<file path="src/hw/rtl/dtc_pkg.sv">
// dtc_pkg: shared types, constants and helpers for the temperature calibration block
// no dependencies; imported by every module of the block
`default_nettype none

package dtc_pkg;

  localparam int unsigned CodeW = 14;
  localparam int unsigned DataW = 16;
  localparam int unsigned CfgIdxW = 3;
  localparam int unsigned WarmW = 15;
  localparam int unsigned WARMUP_LIMIT_DEF = 30000;

  localparam int unsigned DieNumW = 29;
  localparam int unsigned DieDenW = 16;
  localparam int unsigned MagW = 17;
  localparam int unsigned RampNumW = MagW + WarmW;
  localparam int unsigned RampDenW = 16;

  localparam logic [DieDenW-1:0] SENSOR_DIV = 16'd28;
  localparam logic [RampDenW-1:0] RAMP_BIAS = 16'd1000;

  typedef enum logic [CfgIdxW-1:0] {
    REG_ZERO_CODE   = 3'd0,
    REG_SENS_OFFSET = 3'd1,
    REG_SENS_SLOPE  = 3'd2,
    REG_CHIP_PCB    = 3'd3,
    REG_PCB_SHELL   = 3'd4,
    REG_DISP_OFFSET = 3'd5,
    REG_NORMAL_TEMP = 3'd6,
    REG_COMP_EN     = 3'd7
  } cfg_idx_e;

  typedef struct packed {
    logic        [15:0] zero_code;
    logic signed [15:0] sens_offset;
    logic        [15:0] sens_slope;
    logic signed [15:0] chip_pcb;
    logic signed [15:0] pcb_shell;
    logic signed [15:0] disp_offset;
    logic signed [7:0]  normal_temp;
    logic               comp_en;
  } cfg_t;

  function automatic logic [DataW-1:0] sat16(input logic signed [30:0] x);
    logic [DataW-1:0] r;
    if (x > 31'sd32767) begin
      r = 16'h7FFF;
    end else if (x < -31'sd32768) begin
      r = 16'h8000;
    end else begin
      r = x[15:0];
    end
    return r;
  endfunction

endpackage

`default_nettype wire

</file>
<file path="src/hw/rtl/dtc_cfg.sv">
// dtc_cfg: configuration register bank with write port
// depends on dtc_pkg
`default_nettype none

module dtc_cfg
  import dtc_pkg::*;
(
  input  wire logic               clk_i,
  input  wire logic               rst_ni,
  input  wire logic               cfg_we_i,
  input  wire logic [CfgIdxW-1:0] cfg_idx_i,
  input  wire logic [DataW-1:0]   cfg_wdata_i,
  output cfg_t                    cfg_o
);

  cfg_t cfg_q;

  always_ff @(posedge clk_i or negedge rst_ni) begin
    if (!rst_ni) begin
      cfg_q.zero_code   <= '0;
      cfg_q.sens_offset <= '0;
      cfg_q.sens_slope  <= 16'd256;
      cfg_q.chip_pcb    <= '0;
      cfg_q.pcb_shell   <= '0;
      cfg_q.disp_offset <= '0;
      cfg_q.normal_temp <= '0;
      cfg_q.comp_en     <= 1'b1;
    end else if (cfg_we_i) begin
      case (cfg_idx_e'(cfg_idx_i))
        REG_ZERO_CODE:   cfg_q.zero_code   <= cfg_wdata_i;
        REG_SENS_OFFSET: cfg_q.sens_offset <= cfg_wdata_i;
        REG_SENS_SLOPE:  cfg_q.sens_slope  <= cfg_wdata_i;
        REG_CHIP_PCB:    cfg_q.chip_pcb    <= cfg_wdata_i;
        REG_PCB_SHELL:   cfg_q.pcb_shell   <= cfg_wdata_i;
        REG_DISP_OFFSET: cfg_q.disp_offset <= cfg_wdata_i;
        REG_NORMAL_TEMP: cfg_q.normal_temp <= cfg_wdata_i[7:0];
        REG_COMP_EN:     cfg_q.comp_en     <= cfg_wdata_i[0];
        default: ;
      endcase
    end
  end

  assign cfg_o = cfg_q;

endmodule

`default_nettype wire

</file>
<file path="src/hw/rtl/dtc_div.sv">
// dtc_div: bit-serial restoring divider, one quotient bit per cycle
// depends on dtc_pkg (import only); unsigned operands
`default_nettype none

module dtc_div
  import dtc_pkg::*;
#(
  parameter int unsigned NumW = DieNumW,
  parameter int unsigned DenW = DieDenW
) (
  input  wire logic            clk_i,
  input  wire logic            rst_ni,
  input  wire logic            start_i,
  input  wire logic [NumW-1:0] dividend_i,
  input  wire logic [DenW-1:0] divisor_i,
  output logic                 done_o,
  output logic [NumW-1:0]      quotient_o
);

  localparam int unsigned CntW = $clog2(NumW + 1);

  logic [NumW-1:0] num_q;
  logic [DenW-1:0] den_q;
  logic [DenW-1:0] rem_q;
  logic [CntW-1:0] cnt_q;
  logic            done_q;

  logic [DenW:0]   shifted;
  logic [DenW+1:0] diff;
  logic            fits;

  assign shifted = {rem_q, num_q[NumW-1]};
  assign diff    = {1'b0, shifted} - {2'b00, den_q};
  assign fits    = !diff[DenW+1];

  always_ff @(posedge clk_i or negedge rst_ni) begin
    if (!rst_ni) begin
      cnt_q  <= '0;
      done_q <= 1'b0;
    end else begin
      done_q <= 1'b0;
      if (start_i) begin
        cnt_q <= CntW'(NumW);
      end else if (cnt_q != '0) begin
        cnt_q  <= cnt_q - CntW'(1);
        done_q <= (cnt_q == CntW'(1));
      end
    end
  end

  always_ff @(posedge clk_i) begin
    if (start_i) begin
      num_q <= dividend_i;
      den_q <= divisor_i;
      rem_q <= '0;
    end else if (cnt_q != '0) begin
      rem_q <= fits ? diff[DenW-1:0] : shifted[DenW-1:0];
      num_q <= {num_q[NumW-2:0], fits};
    end
  end

  assign done_o     = done_q;
  assign quotient_o = num_q;

endmodule

`default_nettype wire

</file>
<file path="src/hw/rtl/dtc_mul.sv">
// dtc_mul: bit-serial shift-add multiplier, one multiplier bit per cycle
// depends on dtc_pkg (import only); unsigned operands
`default_nettype none

module dtc_mul
  import dtc_pkg::*;
#(
  parameter int unsigned AW = MagW,
  parameter int unsigned BW = WarmW
) (
  input  wire logic             clk_i,
  input  wire logic             rst_ni,
  input  wire logic             start_i,
  input  wire logic [AW-1:0]    a_i,
  input  wire logic [BW-1:0]    b_i,
  output logic                  done_o,
  output logic [AW+BW-1:0]      product_o
);

  localparam int unsigned CntW = $clog2(BW + 1);

  logic [AW-1:0]   a_q;
  logic [AW-1:0]   hi_q;
  logic [BW-1:0]   lo_q;
  logic [CntW-1:0] cnt_q;
  logic            done_q;
  logic [AW:0]     psum;

  assign psum = {1'b0, hi_q} + (lo_q[0] ? {1'b0, a_q} : '0);

  always_ff @(posedge clk_i or negedge rst_ni) begin
    if (!rst_ni) begin
      cnt_q  <= '0;
      done_q <= 1'b0;
    end else begin
      done_q <= 1'b0;
      if (start_i) begin
        cnt_q <= CntW'(BW);
      end else if (cnt_q != '0) begin
        cnt_q  <= cnt_q - CntW'(1);
        done_q <= (cnt_q == CntW'(1));
      end
    end
  end

  always_ff @(posedge clk_i) begin
    if (start_i) begin
      a_q  <= a_i;
      hi_q <= '0;
      lo_q <= b_i;
    end else if (cnt_q != '0) begin
      hi_q <= psum[AW:1];
      lo_q <= {psum[0], lo_q[BW-1:1]};
    end
  end

  assign done_o    = done_q;
  assign product_o = {hi_q, lo_q};

endmodule

`default_nettype wire

</file>
<file path="src/hw/rtl/dom_temperature_calibrate.sv">
// dom_temperature_calibrate: sensor code to die, chip and display temperature in Q8 degrees
// depends on dtc_pkg, dtc_cfg, dtc_div, dtc_mul
//
//   channel   direction  handshake                payload
//   in        sink       in_valid_i / in_stall_o    sensor_code_i
//   out       source     out_valid_o / out_stall_i  display_temp_o, chip_temp_o, temp_high_o
//   cfg       sink       cfg_we_i                   cfg_idx_i, cfg_wdata_i
//
// the die path runs two serial divisions (by 28, then by the slope) on one shared divider,
// with a prep state (ST_PREP2) between them
// the ramp path (serial multiply, then serial divide) runs alongside
// in_stall_o is high from a transfer until the result enters the output register
// the output register holds a result while out_stall_i is high; no clearing pass after reset
`default_nettype none

module dom_temperature_calibrate
  import dtc_pkg::*;
#(
  parameter int unsigned WARMUP_LIMIT = WARMUP_LIMIT_DEF
) (
  input  wire logic               clk_i,
  input  wire logic               rst_ni,
  input  wire logic               cfg_we_i,
  input  wire logic [CfgIdxW-1:0] cfg_idx_i,
  input  wire logic [DataW-1:0]   cfg_wdata_i,
  input  wire logic               in_valid_i,
  output logic                    in_stall_o,
  input  wire logic [CodeW-1:0]   sensor_code_i,
  output logic                    out_valid_o,
  input  wire logic               out_stall_i,
  output logic signed [DataW-1:0] display_temp_o,
  output logic signed [DataW-1:0] chip_temp_o,
  output logic                    temp_high_o
);

  typedef enum logic [2:0] {
    ST_IDLE,
    ST_DIV1,
    ST_PREP2,
    ST_DIV2,
    ST_FIN
  } state_e;

  cfg_t cfg;

  dtc_cfg u_cfg (
    .clk_i       (clk_i),
    .rst_ni      (rst_ni),
    .cfg_we_i    (cfg_we_i),
    .cfg_idx_i   (cfg_idx_i),
    .cfg_wdata_i (cfg_wdata_i),
    .cfg_o       (cfg)
  );

  state_e                    state_q;
  logic [WarmW-1:0]          warm_q;
  logic [WarmW-1:0]          warm_d;
  logic                      neg_q;
  logic                      sum_neg_q;
  logic signed [MagW:0]      sum_q;
  logic [RampDenW-1:0]       ramp_den_q;
  logic signed [MagW:0]      ramp_q;
  logic                      ramp_ok_q;
  logic signed [20:0]        v_q;
  logic signed [DieNumW-1:0] die_q;
  logic                      flag_q;
  logic                      out_valid_q;
  logic [DataW-1:0]          disp_q;
  logic [DataW-1:0]          chip_q;

  logic                      in_xfer;
  logic                      out_free;
  logic                      fin_go;

  logic signed [17:0]        raw;
  logic [17:0]               raw_mag;
  logic signed [MagW:0]      sum;
  logic [MagW:0]             sum_mag;
  logic signed [21:0]        t;
  logic [21:0]               t_mag;

  logic                      div_a_start;
  logic [DieNumW-1:0]        div_a_num;
  logic [DieDenW-1:0]        div_a_den;
  logic                      div_a_done;
  logic [DieNumW-1:0]        div_a_q;

  logic                      mul_done;
  logic [RampNumW-1:0]       mul_p;
  logic                      div_b_done;
  logic [RampNumW-1:0]       div_b_q;

  logic signed [30:0]        die_x;
  logic signed [30:0]        chip_w;
  logic signed [30:0]        disp_w;
  logic signed [8:0]         cen9;
  logic signed [8:0]         lo9;
  logic signed [8:0]         hi9;
  logic signed [DieNumW-1:0] lo_thr;
  logic signed [DieNumW-1:0] hi_thr;
  logic                      flag_d;

  assign in_stall_o = (state_q != ST_IDLE);
  assign in_xfer    = in_valid_i && !in_stall_o;
  assign out_free   = !out_valid_q || !out_stall_i;
  assign fin_go     = (state_q == ST_FIN) && ramp_ok_q && out_free;

  // warm-up tick, saturating one above the limit
  assign warm_d = (warm_q <= WarmW'(WARMUP_LIMIT)) ? warm_q + WarmW'(1) : warm_q;

  // accept-cycle front end
  assign raw     = $signed({2'b00, sensor_code_i, 2'b00}) - $signed({2'b00, cfg.zero_code});
  assign raw_mag = raw[17] ? 18'(-raw) : raw;
  assign sum     = $signed({cfg.pcb_shell[15], cfg.pcb_shell})
                 + $signed({cfg.disp_offset[15], cfg.disp_offset});
  assign sum_mag = sum[MagW] ? (MagW+1)'(-sum) : sum;

  // offset correction before the slope divide
  assign t     = $signed({v_q[20], v_q}) - $signed({{6{cfg.sens_offset[15]}}, cfg.sens_offset});
  assign t_mag = t[21] ? 22'(-t) : t;

  assign div_a_start = in_xfer || (state_q == ST_PREP2);
  assign div_a_num   = (state_q == ST_IDLE) ? {4'b0000, raw_mag[16:0], 8'h00}
                                            : {1'b0, t_mag[19:0], 8'h00};
  assign div_a_den   = (state_q == ST_IDLE) ? SENSOR_DIV
                     : ((cfg.sens_slope == '0) ? DieDenW'(1) : cfg.sens_slope);

  dtc_div #(
    .NumW (DieNumW),
    .DenW (DieDenW)
  ) u_div_die (
    .clk_i      (clk_i),
    .rst_ni     (rst_ni),
    .start_i    (div_a_start),
    .dividend_i (div_a_num),
    .divisor_i  (div_a_den),
    .done_o     (div_a_done),
    .quotient_o (div_a_q)
  );

  dtc_mul #(
    .AW (MagW),
    .BW (WarmW)
  ) u_mul_ramp (
    .clk_i     (clk_i),
    .rst_ni    (rst_ni),
    .start_i   (in_xfer),
    .a_i       (sum_mag[MagW-1:0]),
    .b_i       (warm_d),
    .done_o    (mul_done),
    .product_o (mul_p)
  );

  dtc_div #(
    .NumW (RampNumW),
    .DenW (RampDenW)
  ) u_div_ramp (
    .clk_i      (clk_i),
    .rst_ni     (rst_ni),
    .start_i    (mul_done),
    .dividend_i (mul_p),
    .divisor_i  (ramp_den_q),
    .done_o     (div_b_done),
    .quotient_o (div_b_q)
  );

  // final offsets, saturation and hysteresis
  assign die_x  = {{2{die_q[DieNumW-1]}}, die_q};
  assign chip_w = die_x - $signed({{15{cfg.chip_pcb[15]}}, cfg.chip_pcb})
                        - $signed({{15{cfg.pcb_shell[15]}}, cfg.pcb_shell});
  assign disp_w = die_x - $signed({{15{cfg.chip_pcb[15]}}, cfg.chip_pcb})
                        - $signed({{13{ramp_q[MagW]}}, ramp_q});
  assign cen9   = $signed({cfg.normal_temp[7], cfg.normal_temp});
  assign lo9    = cen9 - 9'sd1;
  assign hi9    = cen9 + 9'sd1;
  assign lo_thr = $signed({{12{lo9[8]}}, lo9, 8'h00});
  assign hi_thr = $signed({{12{hi9[8]}}, hi9, 8'h00});

  always_comb begin
    flag_d = flag_q;
    if (die_q < lo_thr) begin
      flag_d = 1'b0;
    end else if (die_q > hi_thr) begin
      flag_d = 1'b1;
    end
  end

  always_ff @(posedge clk_i or negedge rst_ni) begin
    if (!rst_ni) begin
      state_q     <= ST_IDLE;
      warm_q      <= '0;
      neg_q       <= 1'b0;
      sum_neg_q   <= 1'b0;
      sum_q       <= '0;
      ramp_den_q  <= '0;
      ramp_q      <= '0;
      ramp_ok_q   <= 1'b0;
      v_q         <= '0;
      die_q       <= '0;
      flag_q      <= 1'b0;
      out_valid_q <= 1'b0;
      disp_q      <= '0;
      chip_q      <= '0;
    end else begin
      if (out_valid_q && !out_stall_i) begin
        out_valid_q <= 1'b0;
      end

      if (div_b_done) begin
        ramp_ok_q <= 1'b1;
        if (cfg.comp_en) begin
          ramp_q <= sum_neg_q ? $signed(-{1'b0, div_b_q[MagW-1:0]})
                              : $signed({1'b0, div_b_q[MagW-1:0]});
        end else begin
          ramp_q <= sum_q;
        end
      end

      case (state_q)
        ST_IDLE: begin
          if (in_xfer) begin
            warm_q     <= warm_d;
            neg_q      <= raw[17];
            sum_neg_q  <= sum[MagW];
            sum_q      <= sum;
            ramp_den_q <= {1'b0, warm_d} + RAMP_BIAS;
            ramp_ok_q  <= 1'b0;
            state_q    <= ST_DIV1;
          end
        end
        ST_DIV1: begin
          if (div_a_done) begin
            v_q     <= neg_q ? $signed(21'(-div_a_q[20:0])) : $signed(div_a_q[20:0]);
            state_q <= ST_PREP2;
          end
        end
        ST_PREP2: begin
          neg_q   <= t[21];
          state_q <= ST_DIV2;
        end
        ST_DIV2: begin
          if (div_a_done) begin
            die_q   <= neg_q ? $signed(-div_a_q) : $signed(div_a_q);
            state_q <= ST_FIN;
          end
        end
        ST_FIN: begin
          if (fin_go) begin
            chip_q      <= sat16(chip_w);
            disp_q      <= sat16(disp_w);
            flag_q      <= flag_d;
            out_valid_q <= 1'b1;
            state_q     <= ST_IDLE;
          end
        end
        default: state_q <= ST_IDLE;
      endcase
    end
  end

  assign out_valid_o    = out_valid_q;
  assign display_temp_o = disp_q;
  assign chip_temp_o    = chip_q;
  assign temp_high_o    = flag_q;

  a_xfer_busy: assert property (@(posedge clk_i) disable iff (!rst_ni)
    in_xfer |=> in_stall_o)
    else $error("input transfer did not start a calculation");

  a_warm_cap: assert property (@(posedge clk_i) disable iff (!rst_ni)
    warm_q <= WarmW'(WARMUP_LIMIT + 1))
    else $error("warm-up count passed its ceiling");

  a_result_from_fin: assert property (@(posedge clk_i) disable iff (!rst_ni)
    $rose(out_valid_o) |-> $past(state_q == ST_FIN))
    else $error("result appeared outside the final step");

  a_ramp_ready: assert property (@(posedge clk_i) disable iff (!rst_ni)
    (state_q == ST_FIN) && !ramp_ok_q |=> !$past(fin_go))
    else $error("result written before the ramp term was ready");

endmodule

`default_nettype wire

</file>
<file path="config.mk">
export PLATFORM = sky130hd
export DESIGN_NAME = dom_temperature_calibrate
export DESIGN_NICKNAME = d
export VERILOG_FILES = /design/src/hw/rtl/dtc_pkg.sv /design/src/hw/rtl/dtc_cfg.sv /design/src/hw/rtl/dtc_div.sv /design/src/hw/rtl/dtc_mul.sv /design/src/hw/rtl/dom_temperature_calibrate.sv
export SDC_FILE = /design/constraint.sdc
export NUM_CORES = 1
export LEC_CHECK = 0
export ABC_AREA = 1
export BUFFER_PORTS_ARGS = -buffer_cell sky130_fd_sc_hd__buf_4
export CORE_ASPECT_RATIO = 1.5
export CORE_UTILIZATION = 27
export CTS_BUF_LIST = sky130_fd_sc_hd__clkbuf_8
export DETAILED_ROUTE_END_ITERATION = 8
export GPL_TIMING_DRIVEN = 0
export PLACE_DENSITY = 0.5
export SLEW_MARGIN = 0
export SYNTH_ARGS = -nofsm -noshare
export SYNTH_HDL_FRONTEND = slang
export SYNTH_SLANG_ARGS = --single-unit
export TNS_END_PERCENT = 50
</file>
<file path="constraint.sdc">
create_clock -name clk_i -period 5.3 [get_ports clk_i]
set_input_delay 0 -clock clk_i [delete_from_list [all_inputs] [get_ports clk_i]]
set_output_delay 0 -clock clk_i [all_outputs]
set_load 0.01 [all_outputs]
</file>
## Word-level counts from Yosys, hierarchy flattened

Cells that the tools add are included.

| storage, ports and cells | value |
|---|---|
| bits in registers | 453 |
| bits of input ports | 38 |
| word-level logic and storage cells | 174 |

| cells by class | value |
|---|---|
| $add $sub $neg | 22 |
| $lt $le $gt $ge | 7 |
| eq/ne operators | 18 |
| mux-type cells | 50 |
| reduce and logical (&&, ||, !) cells | 39 |

Operator list:

| kind | number |
|---|---|
| $mux W16 | 6 |
| $mux W29 | 3 |
| $mux W32 | 2 |
| $gt A31 B16 Y1 const B | 2 |
| $lt A31 B16 Y1 const B | 2 |
| $mux W17 | 3 |
| $mux W15 | 3 |
| $mux W18 | 2 |
| $sub A17 B16 Y18 | 2 |
| $neg A17 Y17 | 2 |
| $sub A30 B16 Y31 | 1 |
| $sub A30 B18 Y31 | 1 |
| $sub A29 B16 Y30 | 1 |
| $gt A29 B17 Y1 | 1 |
| $lt A29 B17 Y1 | 1 |
| $neg A29 Y29 | 1 |
| $mux W28 | 1 |
| $reduce_and A2 Y1 | 13 |
| $sub A21 B16 Y22 | 1 |
| $mux W21 | 1 |
| $neg A21 Y21 | 1 |
| $mux W20 | 1 |
| $neg A20 Y20 | 1 |
| $add A17 B18 Y18 | 1 |
| 39 further kinds | 83 |

## Longest topological paths before layout

| logic depth | value |
|---|---|
| depth in word-level cells | 5 |
| mapped depth | 36 |

## Cells and area by module

From an unflattened synthesis, not the netlist that was laid out.

| unflattened totals | value |
|---|---|
| cells, all modules | 5,217 |
| area, all modules | 35,011.1 um^2 |

By module, submodules not included:

| module | instances | cells an instance | area an instance (um^2) | sequential area each (um^2) |
|---|---|---|---|---|
| dom_temperature_calibrate | 1 | 3,310 | 19,706.4 | 3,803.6 |
| dtc_cfg | 1 | 466 | 4,110.2 | 2,630.0 |
| dtc_div (u_div_ramp) | 1 | 513 | 4,071.4 | 1,936.9 |
| dtc_div (u_div_die) | 1 | 492 | 3,902.5 | 1,821.7 |
| dtc_mul | 1 | 436 | 3,220.6 | 1,426.4 |

## Worst setup path after synthesis

Ideal clock, no wire load.

| timing path | value |
|---|---|
| path type | register to register |
| start point | reg die_q[0] |
| end point | reg chip_q[11], in the netlist chip_temp_o[11] |
| library setup time | 116 ps |
| arrival | 4,034 ps |
| setup slack | 1,149 ps |
| stages on the path, launching flop included | 32 |
| clock period less this slack | 4,151 ps |
| path through | dfrtp_1 -> inv_1 -> ha_1 -> inv_1 -> fa_1 -> nand3_1 -> nand3_1 -> nand2_1 -> nand3_1 -> nand2_1 -> nand2_1 -> o21ai_0 -> o21ai_0 -> a21boi_0 -> inv_1 -> a21oi_1 -> xnor2_1 -> ha_1 -> a21oi_1 -> o21a_1 -> nand2_1 -> a21oi_1 -> nand3_1 -> nand2_1 -> nand2_1 -> nor2_1 -> nand4_1 -> nand2_2 -> buf_8 -> nand2_1 -> nand2_1 -> nand2_1 |

| between the ends | value |
|---|---|
| cells in the longest elaborated chain, start to end | 5 |
| elaborated cells on any way between the ends | 6 |
| those cells by class | add/sub (2); order compare (2); mux (2) |

RTL lines:

| what | RTL line | text |
|---|---|---|
| from (decl) | dom_temperature_calibrate.sv:65 | `logic signed [DieNumW-1:0] die_q;` |
| from (signal assigned) | dom_temperature_calibrate.sv:243 | `die_q <= neg_q ? $signed(-div_a_q) : $signed(div_a_q);` |
| $sub A29 B16 Y30 (*) | dom_temperature_calibrate.sv:169 | `assign chip_w = die_x - $signed({{15{cfg.chip_pcb[15]}}, cfg.chip_pcb})` |
| $sub A30 B16 Y31 (*) | dom_temperature_calibrate.sv:170 | `- $signed({{15{cfg.pcb_shell[15]}}, cfg.pcb_shell});` |
| $lt A31 B16 Y1 | dtc_pkg.sv:48 | `end else if (x < -31'sd32768) begin` |
| $mux W16 | dtc_pkg.sv:48 |  |
| $mux W16 (*) | dtc_pkg.sv:46 | `if (x > 31'sd32767) begin` |
| to (signal assigned) | dom_temperature_calibrate.sv:249 | `chip_q <= sat16(chip_w);` |
| to (decl) | dom_temperature_calibrate.sv:69 | `logic [DataW-1:0] chip_q;` |

Mark *: on every way between the ends. The rest lies on a longest branch, timed or not.
A chain may end at the register's enable or synchronous reset.

## Worst setup path in the final report

| timing path | value |
|---|---|
| start point | reg die_q[0] |
| end point | reg chip_q[5], in the netlist chip_temp_o[5] |

The elaborated chain is that of the path after synthesis.

==> run metrics <==
first-pass detailed-route iteration total=8; antenna violation net count after detailed routing=0; Synth top area share=20.4%; filler instances=13,600; clk root buf=clkbuf_8; Final Hold Viols=0; proportion of layout cells with a drive suffix above 1=6.06%; Final Slew Violations=0; Top FF cell, synth=dfrtp_1; Area growth syn-to-layout=14.1%; fin crit period=4.90 ns; clock buffer count from CTS=78; drt total wl=111 mm; Mapped Area=0.0335 mm²; Worst-Margin Slew=1.07 ns; Async SR Flop Fraction=61.2%; final instance area=0.0382 mm²; Worst Skew=0.0687 ns; slew margin rel.=28.5%; Core ar.=0.123 mm²; # clock sinks=449; Starting Density=27.3%; PortBufs=72; Via density=4.64; number of DRC markers in iteration 0=1,477; synthesized flop and latch total=449; Post-synth EDFFs=125; crit end category=flop; Max Cap Violations=0; Avg Synthesized Cell Area=6.91 µm²; die height=433 µm; dominant cell type by area after synthesis=dfrtp_1; Crit path required time=5.90 ns; clock-pin slew on the worst setup and hold paths=0.06 ns; routability cong.=0.964; drt drc=0; CP top delay family=simple AND/OR/NAND/NOR gates; DP Area=0.0361 mm²; Top cell by count, worst path=nand2_1; Syn Nets=5,140; gr ovfl total=0; largest cells by area after synthesis=dfrtp_1 20%, nand2_1 18%, edfxtp_1 11%; full die area=0.126 mm²; CP Data Arrival Time=5.51 ns; antenna violations before repair=1; IO Pins=73; Longest Clk Path Bufs=3; CP Class=reg2reg; Clk Latency, worst-skew pair=0.78 ns; FP Rows=157; Post-Synthesis Cells=4,846; crit-path max FO=10; Final HPWL DP=90.2 mm; Synthesis Warnings=0; drt wl/cell=16.6 µm; nets=5,328; chip width=290 µm; vias in the first global route=31,100; GR Util All Layers=17.9%; outcome=complete, no violations; Final Cycle Share=92.5%; largest net degree at the start of global routing=108; via count=31,000; post-synthesis sequential area ratio=34.7%; synth unique cells=60; worst setup margin=0.399 ns; first-pass GRT wire length=172 mm; Peak Freq=204 MHz; final setup vio count=0; H-tree lvl count=3; Worst path max stage delay=0.43 ns; crit path launch type=flop; R2R setup slack=0.40 ns; CTS tree=done; HP Class=in2reg; CP max stage cell=ha_1; DP Worst Slack=-0.0453 ns; CP Buf/Inv Count=3
==> tightest hold or removal path, cell delays in order <==
cell,delay (ns)
buf_4,0.08
ha_1,0.13
a21oi_1,0.04
o31ai_1,0.05
a21oi_1,0.05
inv_1,0.24
o221ai_1,0.15
==> cells in the mapped netlist (31+ instances only) <==
master,count
inv_1,717
nor3_1,50
nand4_1,57
dfrtp_1,273
nand3_1,238
nand2_2,31
nor2_1,341
o21ai_0,381
edfxtp_1,125
ha_1,248
xnor2_1,46
clkbuf_1,78
xor2_1,131
nand2_1,1591
a21oi_1,237
dfxtp_1,49
==> per-stage QoR <==
stage / util (%) / instances / setup TNS, ns / hold WS (ns)
global placement: 29.4 / 6508 / -0.382 / 0.293
CTS: 31.1 / 6686 / 0 / 0.00213
detailed placement: 29.5 / 6511 / -0.260 / 0.0186
floorplan: - / 4846 / 0 / -0.296
finish: 31.2 / 6689 / 0 / 0.0924
global route: 31.2 / 6689 / -0.000871 / 0.111
==> sequential cells by signal, summed over array words and instances (netlist names), 16 cells and up <==
name	cells
u_cfg.cfg_o	105
u_div_ramp.quotient_o	32
die_q	29
u_div_die.quotient_o	29
v_q	21
ramp_q	18
u_mul_ramp.a_q	17
u_mul_ramp.hi_q	17
chip_temp_o	16
display_temp_o	16
sum_q	16
u_div_die.den_q	16
u_div_die.rem_q	16
u_div_ramp.den_q	16
u_div_ramp.rem_q	16
==> per-layer routing <==
metal,global-route usage (%),share of wire [%]
met2,34.7,54
met1,18.0,38
met4,10.4,5.8
met3,1.86,2.7
met5,0,0
==> cells in the final DEF, fill, tap and decap left out, types with 9 or more instances in the layout <==
cell type         n
buf_4            76
nor3_1           48
a21oi_1         233
a31oi_1          12
o21ai_1          13
nor4_1           16
nand3b_1         27
clkbuf_8         85
nand2_1        1590
dlygate4sd3_1    31
o221ai_1          9
nor2_1          339
clkinv_1          9
nand4_1          57
nand3_1         238
xnor2_1          45
edfxtp_1        125
o21ai_0         378
o211ai_1         18
clkbuf_1         77
o21bai_1         15
o21a_1           12
or2_2            11
inv_1           744
nor2_2           13
a21o_1            9
ha_1            244
xor2_1          130
nand2_2          31
dfxtp_1          49
buf_2            12
dfrtp_1         273
o22ai_1          11
==> final cells by class <==
cell class / instances / area, µm² / area share, %
Sequential cell: 449 / 11600 / 30.4
Antenna cell: 1 / 2.50 / 0.00655
Timing Repair Buffer: 108 / 966 / 2.53
Inverter: 725 / 2720 / 7.12
Buffer: 103 / 488 / 1.28
Clock inverter: 60 / 522 / 1.36
Tap cell: 1590 / 1990 / 5.20
Multi-Input combinational cell: 3569 / 18800 / 49.1
Clock buffer: 84 / 1160 / 3.02
==> path summary, 6_finish.rpt <==
path	end	cells past startpoint	start
setup reg to reg	chip_temp_o[5]	31	die_q[0]
hold / removal	neg_q	7	sensor_code_i[13]
min in group asynchronous	u_cfg.cfg_o[65]	3	rst_ni
setup / recovery	chip_temp_o[5]	31	die_q[0]
hold reg to reg	u_div_ramp.den_q[4]	0	ramp_den_q[4]
max in group asynchronous	display_temp_o[15]	5	rst_ni
==> what timing repair did <==
item                       4_1_cts  5_1_grt
pin swaps                        0        4
hold buffers                    31        0
gates resized for setup          1       22
hold endpoints to repair       282        0
setup endpoints to repair        9       30
setup buffers                    0        2
==> cell families after synthesis <==
logic type / share of synthesized area [%]
buffers and inverters: 9.57
xor gates and xnor gates: 4.67
adders and majority gates: 9.74
and+or+nand+nor: 29.5
AOI/OAI and AO/OA: 11.8
DFF: 34.7
Power is left out: the tool's default activity adds up to more than one toggle a clock period on the data nets, which glitch-free logic cannot reach.
